**config.mk**
```make
export PLATFORM = sky130hd
export DESIGN_NAME = segment_min_fingerprint_sampler
export DESIGN_NICKNAME = d
export VERILOG_FILES = /design/src/design/smfs_pkg.sv /design/src/design/segment_min_fingerprint_sampler.sv /design/src/design/smfs_in_reg.sv /design/src/design/smfs_core.sv /design/src/design/smfs_out_reg.sv
export VERILOG_INCLUDE_DIRS = /design/src /design/src/design
export SDC_FILE = /design/constraint.sdc
export NUM_CORES = 1
export LEC_CHECK = 0
export ABC_CLOCK_PERIOD_IN_PS = 12200
export BUFFER_PORTS_ARGS = -buffer_cell sky130_fd_sc_hd__buf_2
export CORE_MARGIN = 10
export CORE_UTILIZATION = 58
export CTS_CLUSTER_DIAMETER = 150
export DETAILED_ROUTE_END_ITERATION = 7
export GPL_TIMING_DRIVEN = 0
export MAX_ROUTING_LAYER = met4
export PLACE_DENSITY = 0.77
export SLEW_MARGIN = 0
export SYNTH_ARGS = -nofsm -noshare
export SYNTH_HDL_FRONTEND = slang
export SYNTH_SLANG_ARGS = --single-unit
```
**constraint.sdc**
```tcl
create_clock -name clk -period 12.2 [get_ports clk]
set_clock_uncertainty 0.15 [all_clocks]
set_input_delay 1.22 -clock clk [delete_from_list [all_inputs] [get_ports clk]]
set_output_delay 1.22 -clock clk [all_outputs]
set_load 0.03 [all_outputs]
```
**src/design/segment_min_fingerprint_sampler_macros.svh**
```systemverilog
// Assertion macros for the segment minimum fingerprint sampler.
`ifndef SEGMENT_MIN_FINGERPRINT_SAMPLER_MACROS_SVH
`define SEGMENT_MIN_FINGERPRINT_SAMPLER_MACROS_SVH

// Check that cond implies prop in the same cycle, outside reset.
`define SMFS_ASSERT_SAME(label, cond, prop) \
  label: assert property (@(posedge clk) disable iff (!rst_n) (cond) |-> (prop)) \
    else $error("same-cycle check failed");

// Check that cond implies prop in the next cycle, outside reset.
`define SMFS_ASSERT_NEXT(label, cond, prop) \
  label: assert property (@(posedge clk) disable iff (!rst_n) (cond) |=> (prop)) \
    else $error("next-cycle check failed");

`endif

```
**src/design/smfs_pkg.sv**
```systemverilog
// Types and constants shared by the segment minimum fingerprint sampler.
package smfs_pkg;

  localparam int unsigned UPPER_BITS    = 64;
  localparam int unsigned MIDDLE_BITS   = 64;
  localparam int unsigned LOWER_BITS    = 32;
  localparam int unsigned FP_BITS       = UPPER_BITS + MIDDLE_BITS + LOWER_BITS;
  localparam int unsigned KIND_BITS     = 2;
  localparam int unsigned LIMIT_BITS    = 16;
  localparam int unsigned SEG_CNT_BITS  = 16;
  localparam int unsigned IN_DATA_BITS  = FP_BITS;
  localparam int unsigned OUT_DATA_BITS = FP_BITS + SEG_CNT_BITS;

  localparam logic [LIMIT_BITS-1:0] LIMIT_RESET = 16'd128;

  typedef enum logic [KIND_BITS-1:0] {
    KIND_CHUNK      = 2'd0,
    KIND_STREAM_END = 2'd1,
    KIND_FILE_END   = 2'd2
  } kind_t;

  typedef struct packed {
    logic [UPPER_BITS-1:0]  upper;
    logic [MIDDLE_BITS-1:0] middle;
    logic [LOWER_BITS-1:0]  lower;
  } fp_t;

  typedef struct packed {
    logic [KIND_BITS-1:0] kind;
    fp_t                  fp;
  } item_t;

  typedef struct packed {
    fp_t                    rep;
    logic [SEG_CNT_BITS-1:0] segment_chunks;
  } result_t;

endpackage

```
**src/design/segment_min_fingerprint_sampler.sv**
```systemverilog
// Top level of the segment minimum fingerprint sampler.
// A closing word passes the input register and then the result register before out_tvalid.
// Throughput: one input word per cycle; input register, compare and result register.
// A stalled result register holds the input register; the input side keeps moving otherwise.
// Reset (rst_n low, synchronous): minimum all ones, chunk count zero, limit 128,
// both stages empty.
module segment_min_fingerprint_sampler #(
  parameter int unsigned COUNT_BITS = 16
) (
  input  logic                               clk,
  input  logic                               rst_n,
  input  logic                               in_tvalid,
  output logic                               in_tready,
  // fp_upper [63:0], fp_middle [127:64], fp_lower [159:128]
  input  logic [smfs_pkg::IN_DATA_BITS-1:0]  in_tdata,
  // item_kind [1:0]
  input  logic [smfs_pkg::KIND_BITS-1:0]     in_tuser,
  output logic                               out_tvalid,
  input  logic                               out_tready,
  // rep_upper [63:0], rep_middle [127:64], rep_lower [159:128], segment_chunks [175:160]
  output logic [smfs_pkg::OUT_DATA_BITS-1:0] out_tdata,
  input  logic                               cfg_valid,
  output logic                               cfg_ready,
  input  logic [smfs_pkg::LIMIT_BITS-1:0]    cfg_data
);
  import smfs_pkg::*;

  item_t   in_item;
  item_t   item;
  logic    item_valid;
  logic    advance;
  logic    res_valid;
  result_t res;
  result_t out_res;

  assign in_item.kind      = in_tuser;
  assign in_item.fp.upper  = in_tdata[63:0];
  assign in_item.fp.middle = in_tdata[127:64];
  assign in_item.fp.lower  = in_tdata[159:128];

  assign advance   = item_valid && (!out_tvalid || out_tready);
  assign cfg_ready = 1'b1;

  smfs_in_reg u_in_reg (
    .clk        (clk),
    .rst_n      (rst_n),
    .in_valid   (in_tvalid),
    .in_ready   (in_tready),
    .in_item    (in_item),
    .advance    (advance),
    .item_valid (item_valid),
    .item       (item)
  );

  smfs_core #(
    .COUNT_BITS (COUNT_BITS)
  ) u_core (
    .clk       (clk),
    .rst_n     (rst_n),
    .cfg_valid (cfg_valid),
    .cfg_data  (cfg_data),
    .fire      (advance),
    .item      (item),
    .res_valid (res_valid),
    .res       (res)
  );

  smfs_out_reg u_out_reg (
    .clk       (clk),
    .rst_n     (rst_n),
    .load      (advance && res_valid),
    .res       (res),
    .out_valid (out_tvalid),
    .out_ready (out_tready),
    .out_res   (out_res)
  );

  assign out_tdata = {out_res.segment_chunks, out_res.rep.lower,
                      out_res.rep.middle, out_res.rep.upper};

`include "segment_min_fingerprint_sampler_macros.svh"

  `SMFS_ASSERT_SAME(a_ready_when_out_empty, !out_tvalid, in_tready)
  `SMFS_ASSERT_NEXT(a_stream_end_emits, advance && (item.kind == KIND_STREAM_END), out_tvalid)
  `SMFS_ASSERT_SAME(a_other_kinds_silent,
                    (item.kind != KIND_CHUNK) && (item.kind != KIND_STREAM_END), !res_valid)

endmodule

```
**src/design/smfs_in_reg.sv**
```systemverilog
// Input register stage of the segment minimum fingerprint sampler.
module smfs_in_reg (
  input  logic            clk,
  input  logic            rst_n,
  input  logic            in_valid,
  output logic            in_ready,
  input  smfs_pkg::item_t in_item,
  input  logic            advance,
  output logic            item_valid,
  output smfs_pkg::item_t item
);
  import smfs_pkg::*;

  logic  valid_r;
  logic  valid_nxt;
  item_t item_r;

  assign in_ready  = !valid_r || advance;
  assign valid_nxt = in_ready ? in_valid : valid_r;

  always_ff @(posedge clk) begin
    if (!rst_n) begin
      valid_r <= 1'b0;
    end else begin
      valid_r <= valid_nxt;
    end
  end

  always_ff @(posedge clk) begin
    if (in_ready && in_valid) begin
      item_r <= in_item;
    end
  end

  assign item_valid = valid_r;
  assign item       = item_r;

endmodule

```
**src/design/smfs_core.sv**
```systemverilog
// Running minimum, chunk counter and segment boundary logic.
module smfs_core #(
  parameter int unsigned COUNT_BITS = 16
) (
  input  logic                            clk,
  input  logic                            rst_n,
  input  logic                            cfg_valid,
  input  logic [smfs_pkg::LIMIT_BITS-1:0] cfg_data,
  input  logic                            fire,
  input  smfs_pkg::item_t                 item,
  output logic                            res_valid,
  output smfs_pkg::result_t               res
);
  import smfs_pkg::*;

  localparam logic [COUNT_BITS-1:0] CountMax = {COUNT_BITS{1'b1}};

  logic [LIMIT_BITS-1:0] limit_r;
  fp_t                   min_r;
  fp_t                   min_nxt;
  logic [COUNT_BITS-1:0] cnt_r;
  logic [COUNT_BITS-1:0] cnt_nxt;
  logic [31:0]           cnt_wide;
  logic                  full;
  fp_t                   base_min;
  logic [COUNT_BITS-1:0] base_cnt;

  assign cnt_wide = 32'(cnt_r);
  assign full     = cnt_wide >= {16'd0, limit_r};
  assign base_min = full ? '1 : min_r;
  assign base_cnt = full ? '0 : cnt_r;

  always_comb begin
    min_nxt   = min_r;
    cnt_nxt   = cnt_r;
    res_valid = 1'b0;
    res.rep            = min_r;
    res.segment_chunks = cnt_wide[SEG_CNT_BITS-1:0];
    unique case (item.kind)
      KIND_STREAM_END: begin
        res_valid = 1'b1;
        min_nxt   = '1;
        cnt_nxt   = '0;
      end
      KIND_CHUNK: begin
        res_valid = full;
        cnt_nxt   = (base_cnt == CountMax) ? base_cnt : COUNT_BITS'(base_cnt + 1'b1);
        min_nxt   = (item.fp < base_min) ? item.fp : base_min;
      end
      default: begin
      end
    endcase
  end

  always_ff @(posedge clk) begin
    if (!rst_n) begin
      limit_r <= LIMIT_RESET;
      min_r   <= '1;
      cnt_r   <= '0;
    end else begin
      if (cfg_valid) begin
        limit_r <= cfg_data;
      end
      if (fire) begin
        min_r <= min_nxt;
        cnt_r <= cnt_nxt;
      end
    end
  end

endmodule

```
**src/design/smfs_out_reg.sv**
```systemverilog
// Result register stage of the segment minimum fingerprint sampler.
module smfs_out_reg (
  input  logic              clk,
  input  logic              rst_n,
  input  logic              load,
  input  smfs_pkg::result_t res,
  output logic              out_valid,
  input  logic              out_ready,
  output smfs_pkg::result_t out_res
);
  import smfs_pkg::*;

  logic    valid_r;
  logic    valid_nxt;
  result_t res_r;

  always_comb begin
    valid_nxt = valid_r;
    if (load) begin
      valid_nxt = 1'b1;
    end else if (out_ready) begin
      valid_nxt = 1'b0;
    end
  end

  always_ff @(posedge clk) begin
    if (!rst_n) begin
      valid_r <= 1'b0;
    end else begin
      valid_r <= valid_nxt;
    end
  end

  always_ff @(posedge clk) begin
    if (load) begin
      res_r <= res;
    end
  end

  assign out_valid = valid_r;
  assign out_res   = res_r;

endmodule

```
After elaboration in Yosys (flattened, before gate mapping)
Index checks and enable logic that the tools add are counted.
{ "totals": {"elab_cells": 40, "register_bits": 532, "output_inout_bits": 179, "input_bits": 183} }
{ "op_classes": {"mux": 9, "addsub": 1, "n_eq_ne": 2, "order_cmp": 2, "reduce_logical": 11} }
{ "ops": {"columns": ["cell", "count"], "rows": [
  ["160-bit 2-to-1 mux", 2],
  ["160-bit one-hot mux with 2 select lines", 1],
  ["160-bit less-than comparator", 1],
  ["16-bit 2-to-1 mux", 2],
  ["16-bit one-hot mux with 2 select lines", 1],
  ["16-bit by 1-bit adder with 16-bit output (second input constant)", 1],
  ["16-bit equality test (second input constant)", 1],
  ["16-bit greater-or-equal comparator", 1],
  ["2-bit nonzero test", 2],
  ["1-bit logical AND", 3],
  ["2-bit by 1-bit equality test with 1-bit output (second input constant)", 1],
  ["1-bit zero test", 2],
  ["2-bit zero test", 1],
  ["1-bit logical OR", 2],
  ["1-bit 2-to-1 mux", 2],
  ["1-bit one-hot mux with 2 select lines", 1],
  ["2-bit AND reduction", 1]
]} }

Logic depth before layout (Yosys ltp)
Gate-level depths: netlist of run 1.
{ "logic_depth": {"ltp_word": 5, "mapped_depth": 23, "depth_no_buf": 16} }

By module
A second synthesis of run 1 with hierarchy kept.
{ "hier_totals": {"hier_cells": 1557, "area_unflattened_um2": 21289.2} }
{ "by_module_without_submodules": {"columns": ["module", "cells_per_inst", "instances", "seq_area_each_um2", "area_per_inst_um2"], "rows": [
  ["smfs_core", 1206, 1, 3843.7, 11010.6],
  ["smfs_out_reg", 179, 1, 5305.1, 5326.4],
  ["smfs_in_reg", 167, 1, 4884.7, 4922.2],
  ["segment_min_fingerprint_sampler", 5, 1, 0.0, 30.0]
]} }

Least setup slack after synthesis of run 1
Ideal clock, no wire load.
{ "synth_timing": {"path_kind": "input-to-reg", "start": "input port out_tready", "end": "register u_out_reg.res_r (netlist bit u_out_reg.out_res[0]) (enable)", "path_slack_ns": 1.998, "stages": 4, "arrival_time_ns": 9.336, "setup_ns": 0.717, "t_required_ns": 11.333, "path_buffers": 1, "path_cell_list": "nor2b_1 -> or3b_2 -> clkbuf_1 -> nor2_1"} }
{ "synth_via": {"elab_chain_cells": 3} }
{ "synth_rtl": {"columns": ["element", "line_no", "source"], "rows": [
  ["from (decl)", "segment_min_fingerprint_sampler.sv:19", "input logic out_tready,"],
  ["1-bit logical OR", "segment_min_fingerprint_sampler.sv:41", "assign advance = item_valid && (!out_tvalid || out_tready);"],
  ["1-bit logical AND", "segment_min_fingerprint_sampler.sv:41", null],
  ["1-bit logical AND", "segment_min_fingerprint_sampler.sv:71", ".load (advance && res_valid),"],
  ["via u_out_reg.load", "smfs_out_reg.sv:5", "input logic load,"],
  ["to (signal assigned)", "smfs_out_reg.sv:36", "res_r <= res;"],
  ["to (decl)", "smfs_out_reg.sv:15", "result_t res_r;"]
]} }
The timed path passes the listed nets, and every way through them passes these cells.
A chain may end at the register's enable or synchronous reset.

Final worst setup path of run 1
{ "layout_timing": {"start": "register u_core.cnt_r[0]", "end": "register u_core.min_r (netlist bit u_core.res[45])"} }
{ "layout_via": {"elab_chain_cells": 5} }
{ "layout_rtl": {"columns": ["element", "line_no", "source"], "rows": [
  ["from (decl)", "smfs_core.sv:21", "logic [COUNT_BITS-1:0] cnt_r;"],
  ["from (signal assigned)", "smfs_core.sv:66", "cnt_r <= cnt_nxt;"],
  ["16-bit greater-or-equal comparator (*)", "smfs_core.sv:29", "assign full = cnt_wide >= {16'd0, limit_r};"],
  ["160-bit 2-to-1 mux (*)", "smfs_core.sv:30", "assign base_min = full ? '1 : min_r;"],
  ["160-bit less-than comparator", "smfs_core.sv:48", "min_nxt = (item.fp < base_min) ? item.fp : base_min;"],
  ["160-bit 2-to-1 mux (*)", "smfs_core.sv:48", null],
  ["160-bit one-hot mux with 2 select lines (*)", "smfs_core.sv:39", "unique case (item.kind)"],
  ["to (signal assigned)", "smfs_core.sv:65", "min_r <= min_nxt;"],
  ["to (decl)", "smfs_core.sv:19", "fp_t min_r;"]
]} }
Every way passes the cells marked *; elsewhere a longest branch is shown, timed or not.

==> results_dict.tcl, run 1 <==
set metrics [dict create \
    synth_most_common_cell "inv_1" \
    clockBufferDepth 3 \
    antenna_found_initial 8 \
    rows 75 \
    cts_root_buffer "clkbuf_16" \
    vias 18300 \
    crit_family "compound AO/OA/AOI/OAI gates" \
    clock-sinks 532 \
    fmax_mhz 140 \
    synth_edf_count 338 \
    first_pass_iters 5 \
    syn-cell-area_mm2 0.0245 \
    htreeDepth 2 \
    grt_max_degree 59 \
    core-area_mm2 0.0419 \
    worstPathMaxFanout 10 \
    hold-worst-slack_ps 323 \
    postPlaceCellArea_mm2 0.0271 \
    final_antenna_net_count 0 \
    finish.utilization 0.695 \
    gp_congestion 0.898 \
    dp_hpwl_um 50300 \
    route.detailed.drc 0 \
    dpl.cell_count 2980 \
    start_kind "flop" \
    finalSetupViolations 0 \
    boundaryPins 362 \
    rsz0062_at_grt "no" \
    worstPathCellList "inv_1 -> ha_1 -> nor2b_1 -> o21ai_1 -> a211oi_2 -> o21ai_1 -> clkbuf_1 -> clkbuf_1 -> clkbuf_1 -> nor2_1 -> ha_1 -> o21a_1 -> o21a_1 -> o221ai_1 -> o211ai_1 -> a2111oi_1 -> o211a_1 -> buf_4 -> buf_4 -> clkbuf_1 -> a211oi_1 -> a221oi_1" \
    hold_viol 0 \
    cts_tree "yes" \
    syn_inst 2075 \
    synth-seq-cells 532 \
    hold_path.class "flop to flop" \
    crit_top_cell "clkbuf_1" \
    slowest_delay_ps 1070 \
    fp.dieArea_mm2 0.0509 \
    initialDrtViolationCount 1663 \
    seq_area_frac_synth 0.573 \
    grt_pass1_wl_um 105000 \
    synth.area.top_cells "edfxtp_1, dfxtp_1, ha_1" \
    grtUsageTotal 0.273 \
    p_leak_nw 12.7 \
    numCtsBuffers 55 \
    yosysTopAreaCell "edfxtp_1" \
    finalNonFillerCells 3093 \
    final_area_mm2 0.0291 \
    drive_gt1_frac 0.242 \
    cp.arrival_ps 7490 \
    via_per_inst 5.92 \
    required_ps 12550 \
    path_clk_slew_ps 60 \
    tightest_slew_ps 1170 \
    async_reset_ff_frac 0 \
    finalCritPeriodShare 0.585 \
    outcome "finished clean" \
    die_x_um 226 \
    setup.worst_path.class "flop to flop" \
    crit_buf_inv 7 \
    insertion_delay_ps 610 \
    area_delta_synth_final_pct 18.7 \
    critPathSlowestCell "a2111oi_1" \
    netlist.area_leader.share 0.414 \
    finalWirelength_um 68700 \
    yosys-top-cells-count "inv_1, edfxtp_1, nor2_1" \
    finalPower_mw 4.00 \
    wl_per_cell_um 22.2 \
    syn_avg_cell_area_um2 11.8 \
    die_h_um 226 \
    syn-num-nets 2434 \
    fillerInstances 2962 \
    post_cts_resized 0 \
    first_global_vias 18300 \
    ir_drop_mv 0.104 \
    slew_viol_final 0 \
    yosysUniqueCellTypes 61 \
    grt_overflow 0 \
    powerDensity_mw_per_mm2 138 \
    fin_nets 2857 \
    initial_core_util 0.585 \
    slew_headroom 0.218 \
    ys.flop_type "edfxtp_1" \
    endpoint_kind "flop" \
    postCtsHoldBufs 0 \
    synth_warnings 0 \
    post-cts-setup-buffers 0 \
    max_cap_viol_count 0 \
    fin_crit_ps 7140 \
    io_buffers 359 \
]
-- per-stage QoR --
stage               setup TNS, ps  worst slack, ps
floorplan                       0             2000
global placement          -385570            -2200
detailed placement              0             5040
CTS                             0             5000
global route                    0             4620
finish                          0             5060
-- cell usage in the layout (no fill, tap or decap), types with 4 or more instances in the layout --
master and count:
nor3_1 12, and3_1 7, nand3_1 28, buf_6 11
a211oi_1 169, ha_1 176, nand4_1 37, a221oi_1 59
inv_1 339, nand2_1 39, clkbuf_8 11, mux2i_1 15
buf_12 5, or3_1 6, clkinv_2 12, bufinv_16 7
nor2b_1 29, o21ai_0 38, a221oi_2 100, o211ai_1 9
a21oi_1 58, a31oi_1 8, a21o_1 24, a21boi_0 11
clkbuf_1 78, buf_2 391, o221ai_1 4, edfxtp_1 338
diode_2 9, dfxtp_1 194, nor2_1 199, o2111ai_1 4
o21a_1 6, clkbuf_16 56
-- worst paths after layout --
path | from | endpoint | slack, ps | depth (start not counted)
max | u_core.cnt_r[0]$_SDFFE_PN0P_ | u_core.res[45]$_SDFFE_PN1P_ | 5060 | 22
min | u_core.res[146]$_SDFFE_PN1P_ | u_out_reg.out_res[146]$_DFFE_PP_ | 320 | 0
max reg2reg | u_core.cnt_r[0]$_SDFFE_PN0P_ | u_core.res[45]$_SDFFE_PN1P_ | 5060 | 22
min reg2reg | u_core.res[146]$_SDFFE_PN1P_ | u_out_reg.out_res[146]$_DFFE_PP_ | 320 | 0
-- report_power, final --
group	internal [mW]	switching, mW	total, mW
Clock	1.06	0.710	1.77
Combinational	0.0836	0.147	0.231
Sequential	1.96	0.0371	2.00
Total	3.10	0.894	4.00
-- worst register-to-register path: stages, from the launching register on --
cell       delay [ps]
dfxtp_1           400
inv_1             100
ha_1              290
nor2b_1            40
o21ai_1           170
a211oi_2          120
o21ai_1           340
clkbuf_1          580
clkbuf_1          500
clkbuf_1          540
nor2_1            100
ha_1              310
o21a_1            180
o21a_1            170
o221ai_1          250
o211ai_1          190
a2111oi_1        1070
o211a_1           230
buf_4             180
buf_4             280
clkbuf_1          430
a211oi_1          130
a221oi_1          290
-- final cells by class --
class / instances / area (µm²) / share of cell area
flip-flops and latches: 532 / 14000 / 0.483
multi-input cells: 1089 / 8630 / 0.297
repair buffers: 366 / 1950 / 0.0671
clock buffers: 76 / 1590 / 0.0546
inverters: 339 / 1270 / 0.0438
well taps: 539 / 674 / 0.0232
plain buffers: 115 / 566 / 0.0195
clock inverters: 28 / 330 / 0.0114
diodes: 9 / 22.5 / 0.000775
-- metal layers --
| layer | vias to the layer above | GRT usage | routed length, µm | share of wire |
|---|---|---|---|---|
| li1 | 8509 | - | - | - |
| met1 | 8875 | 0.354 | 28800 | 0.42 |
| met2 | 803 | 0.424 | 32000 | 0.47 |
| met3 | 137 | 0.0475 | 5410 | 0.079 |
| met4 | 0 | 0.107 | 2400 | 0.035 |
| met5 | - | - | 0 | 0 |
-- sequential cells by signal, indices dropped and copies added (netlist names) --
register and cells:
u_out_reg.out_res 176, u_in_reg.item 162, u_core.res 160, u_core.cnt_r 16, u_core.limit_r 16, u_in_reg.item_valid 1, u_out_reg.out_valid 1
-- cells by family after synthesis --
kind of cell / count (synthesis) / share of synthesized area
AND/OR/NAND/NOR: 381 / 0.0724
AO/OA/AOI/OAI: 516 / 0.183
buffers and inverters: 454 / 0.0750
adder cells (fa/ha/maj): 176 / 0.0899
other: 1 / 0.000153
flip-flops: 532 / 0.573
multiplexers: 15 / 0.00613
Note: power is estimated with default switching activity, not from simulation.
==> inputs of run 2 (changes only) <==
ABC_CLOCK_PERIOD_IN_PS = 6570   (was 12200)
clock period = 6.57 ns   (was 12.2 ns; I/O delays follow)
==> results_dict.tcl, run 2 (same netlist as run 1, synthesis figures left out) <==
set metrics [dict create \
    outcome "finished clean" \
    die_x_um 226 \
    drive_gt1_frac 0.254 \
    via_per_inst 5.90 \
    mostFrequentLayoutCell "buf_2" \
    dr.max_layer_used "met4" \
    core-area_mm2 0.0419 \
    rows 75 \
    cts_root_buffer "clkbuf_16" \
    slowest_delay_ps 560 \
    antenna_found_initial 4 \
    grt_overflow 0 \
    initial_core_util 0.585 \
    worst_slack_ps 414 \
    first_pass_iters 5 \
    required_ps 6890 \
    boundaryPins 362 \
    worstPathMaxFanout 10 \
    cp.arrival_ps 6480 \
    area_delta_synth_final_pct 18.8 \
    fmax_mhz 162 \
    max_cap_viol_count 0 \
    postCtsHoldBufs 0 \
    worstPathCellList "inv_1 -> ha_1 -> nor2b_1 -> o21ai_1 -> a211oi_2 -> o21ai_1 -> clkbuf_2 -> clkbuf_2 -> nor2_1 -> ha_1 -> nand4_1 -> nor4_2 -> o2111ai_1 -> a211oi_1 -> o2111ai_1 -> o21ai_1 -> buf_2 -> clkbuf_1 -> a221oi_1" \
    wl_per_cell_um 22.1 \
    numCtsBuffers 55 \
    critPathSlowestCell "a211oi_1" \
    vias 18200 \
    hold-worst-slack_ps 59.7 \
    path_clk_slew_ps 60 \
    crit_top_cell "o21ai_1" \
    post-cts-setup-buffers 0 \
    fp.dieArea_mm2 0.0509 \
    endpoint_kind "flop" \
    p_leak_nw 12.7 \
    initialDrtViolationCount 1533 \
    hold_path.class "input port to flop" \
    slew_headroom 0.386 \
    insertion_delay_ps 620 \
    tightest_slew_ps 922 \
    die_h_um 226 \
    start_kind "flop" \
    setup.worst_path.class "flop to flop" \
    fin_crit_ps 6160 \
    fin_nets 2859 \
    largest_reg_flops 176 \
    wl_met1_um 29500 \
    final_antenna_net_count 0 \
    postPlaceCellArea_mm2 0.0272 \
    crit_family "compound AO/OA/AOI/OAI gates" \
    grtUsageTotal 0.272 \
    layout_common_cells "buf_2, inv_1, edfxtp_1" \
    clock-sinks 532 \
    final_area_mm2 0.0291 \
    grt_max_degree 56 \
    finalSetupViolations 0 \
    clockBufferDepth 3 \
    cts_tree "yes" \
    dp_slack_ps -759 \
    io_buffers 359 \
    first_global_vias 18500 \
    rsz0062_at_grt "no" \
    finalCritPeriodShare 0.937 \
    met2WireLength_um 31800 \
    route.detailed.drc 0 \
    dp_hpwl_um 50600 \
    hold_viol 0 \
    gp_congestion 0.926 \
    grt_pass1_wl_um 105000 \
    dpl.cell_count 2982 \
    finalWirelength_um 68200 \
    crit_buf_inv 5 \
    dr_wl_met3_um 4470 \
    ir_drop_mv 0.225 \
    powerDensity_mw_per_mm2 251 \
    slew_viol_final 0 \
    finalNonFillerCells 3091 \
    htreeDepth 2 \
]
[run 2: worst paths after layout]
path,start,depth (start not counted),slack (ps),endpoint
setup / recovery,u_core.cnt_r[0]$_SDFFE_PN0P_,19,410,u_core.res[145]$_SDFFE_PN1P_
hold / removal,in_tdata[109],1,60,u_in_reg.item[77]$_DFFE_PP_
setup reg to reg,u_core.cnt_r[0]$_SDFFE_PN0P_,19,410,u_core.res[145]$_SDFFE_PN1P_
hold reg to reg,u_core.res[146]$_SDFFE_PN1P_,0,310,u_out_reg.out_res[146]$_DFFE_PP_
[run 2: area by class of cell]
cell class,instances,area (µm²)
fill,2979,12800
inverter,339,1270
clock inverter,30,254
timing repair buffer,368,1990
multi-input combinational,1089,8670
antenna,5,12.5
clock buffer,74,1590
tap,539,674
buffer,115,594
sequential,532,14000
[run 2: power breakdown]
| part | internal [mW] | leakage [nW] | switching [mW] | total [mW] |
|---|---|---|---|---|
| logic | 0.158 | 7.45 | 0.272 | 0.430 |
| clock network | 1.82 | 0.920 | 1.32 | 3.15 |
| registers | 3.65 | 4.36 | 0.0706 | 3.72 |
[run 2: timing repair]
action                     CTS  global route
gates resized for setup     14            29
setup endpoints to repair  160           140
gates cloned                 0             0
[run 2: metrics by stage]
stage	utilization	power [mW]	TNS, ps
3_5_place_dp	0.649	4.21	-96760
4_1_cts	0.694	7.33	0
6_report	0.695	7.29	0
3_3_place_gp	0.644	4.19	-153870
2_1_floorplan	-	4.03	0
5_1_grt	0.695	7.52	0
[run 2: layer usage]
metal,up-vias,GRT usage
li1,8514,-
met1,8896,0.356
met2,692,0.427
met3,146,0.0376
met4,0,0.104
met5,-,-
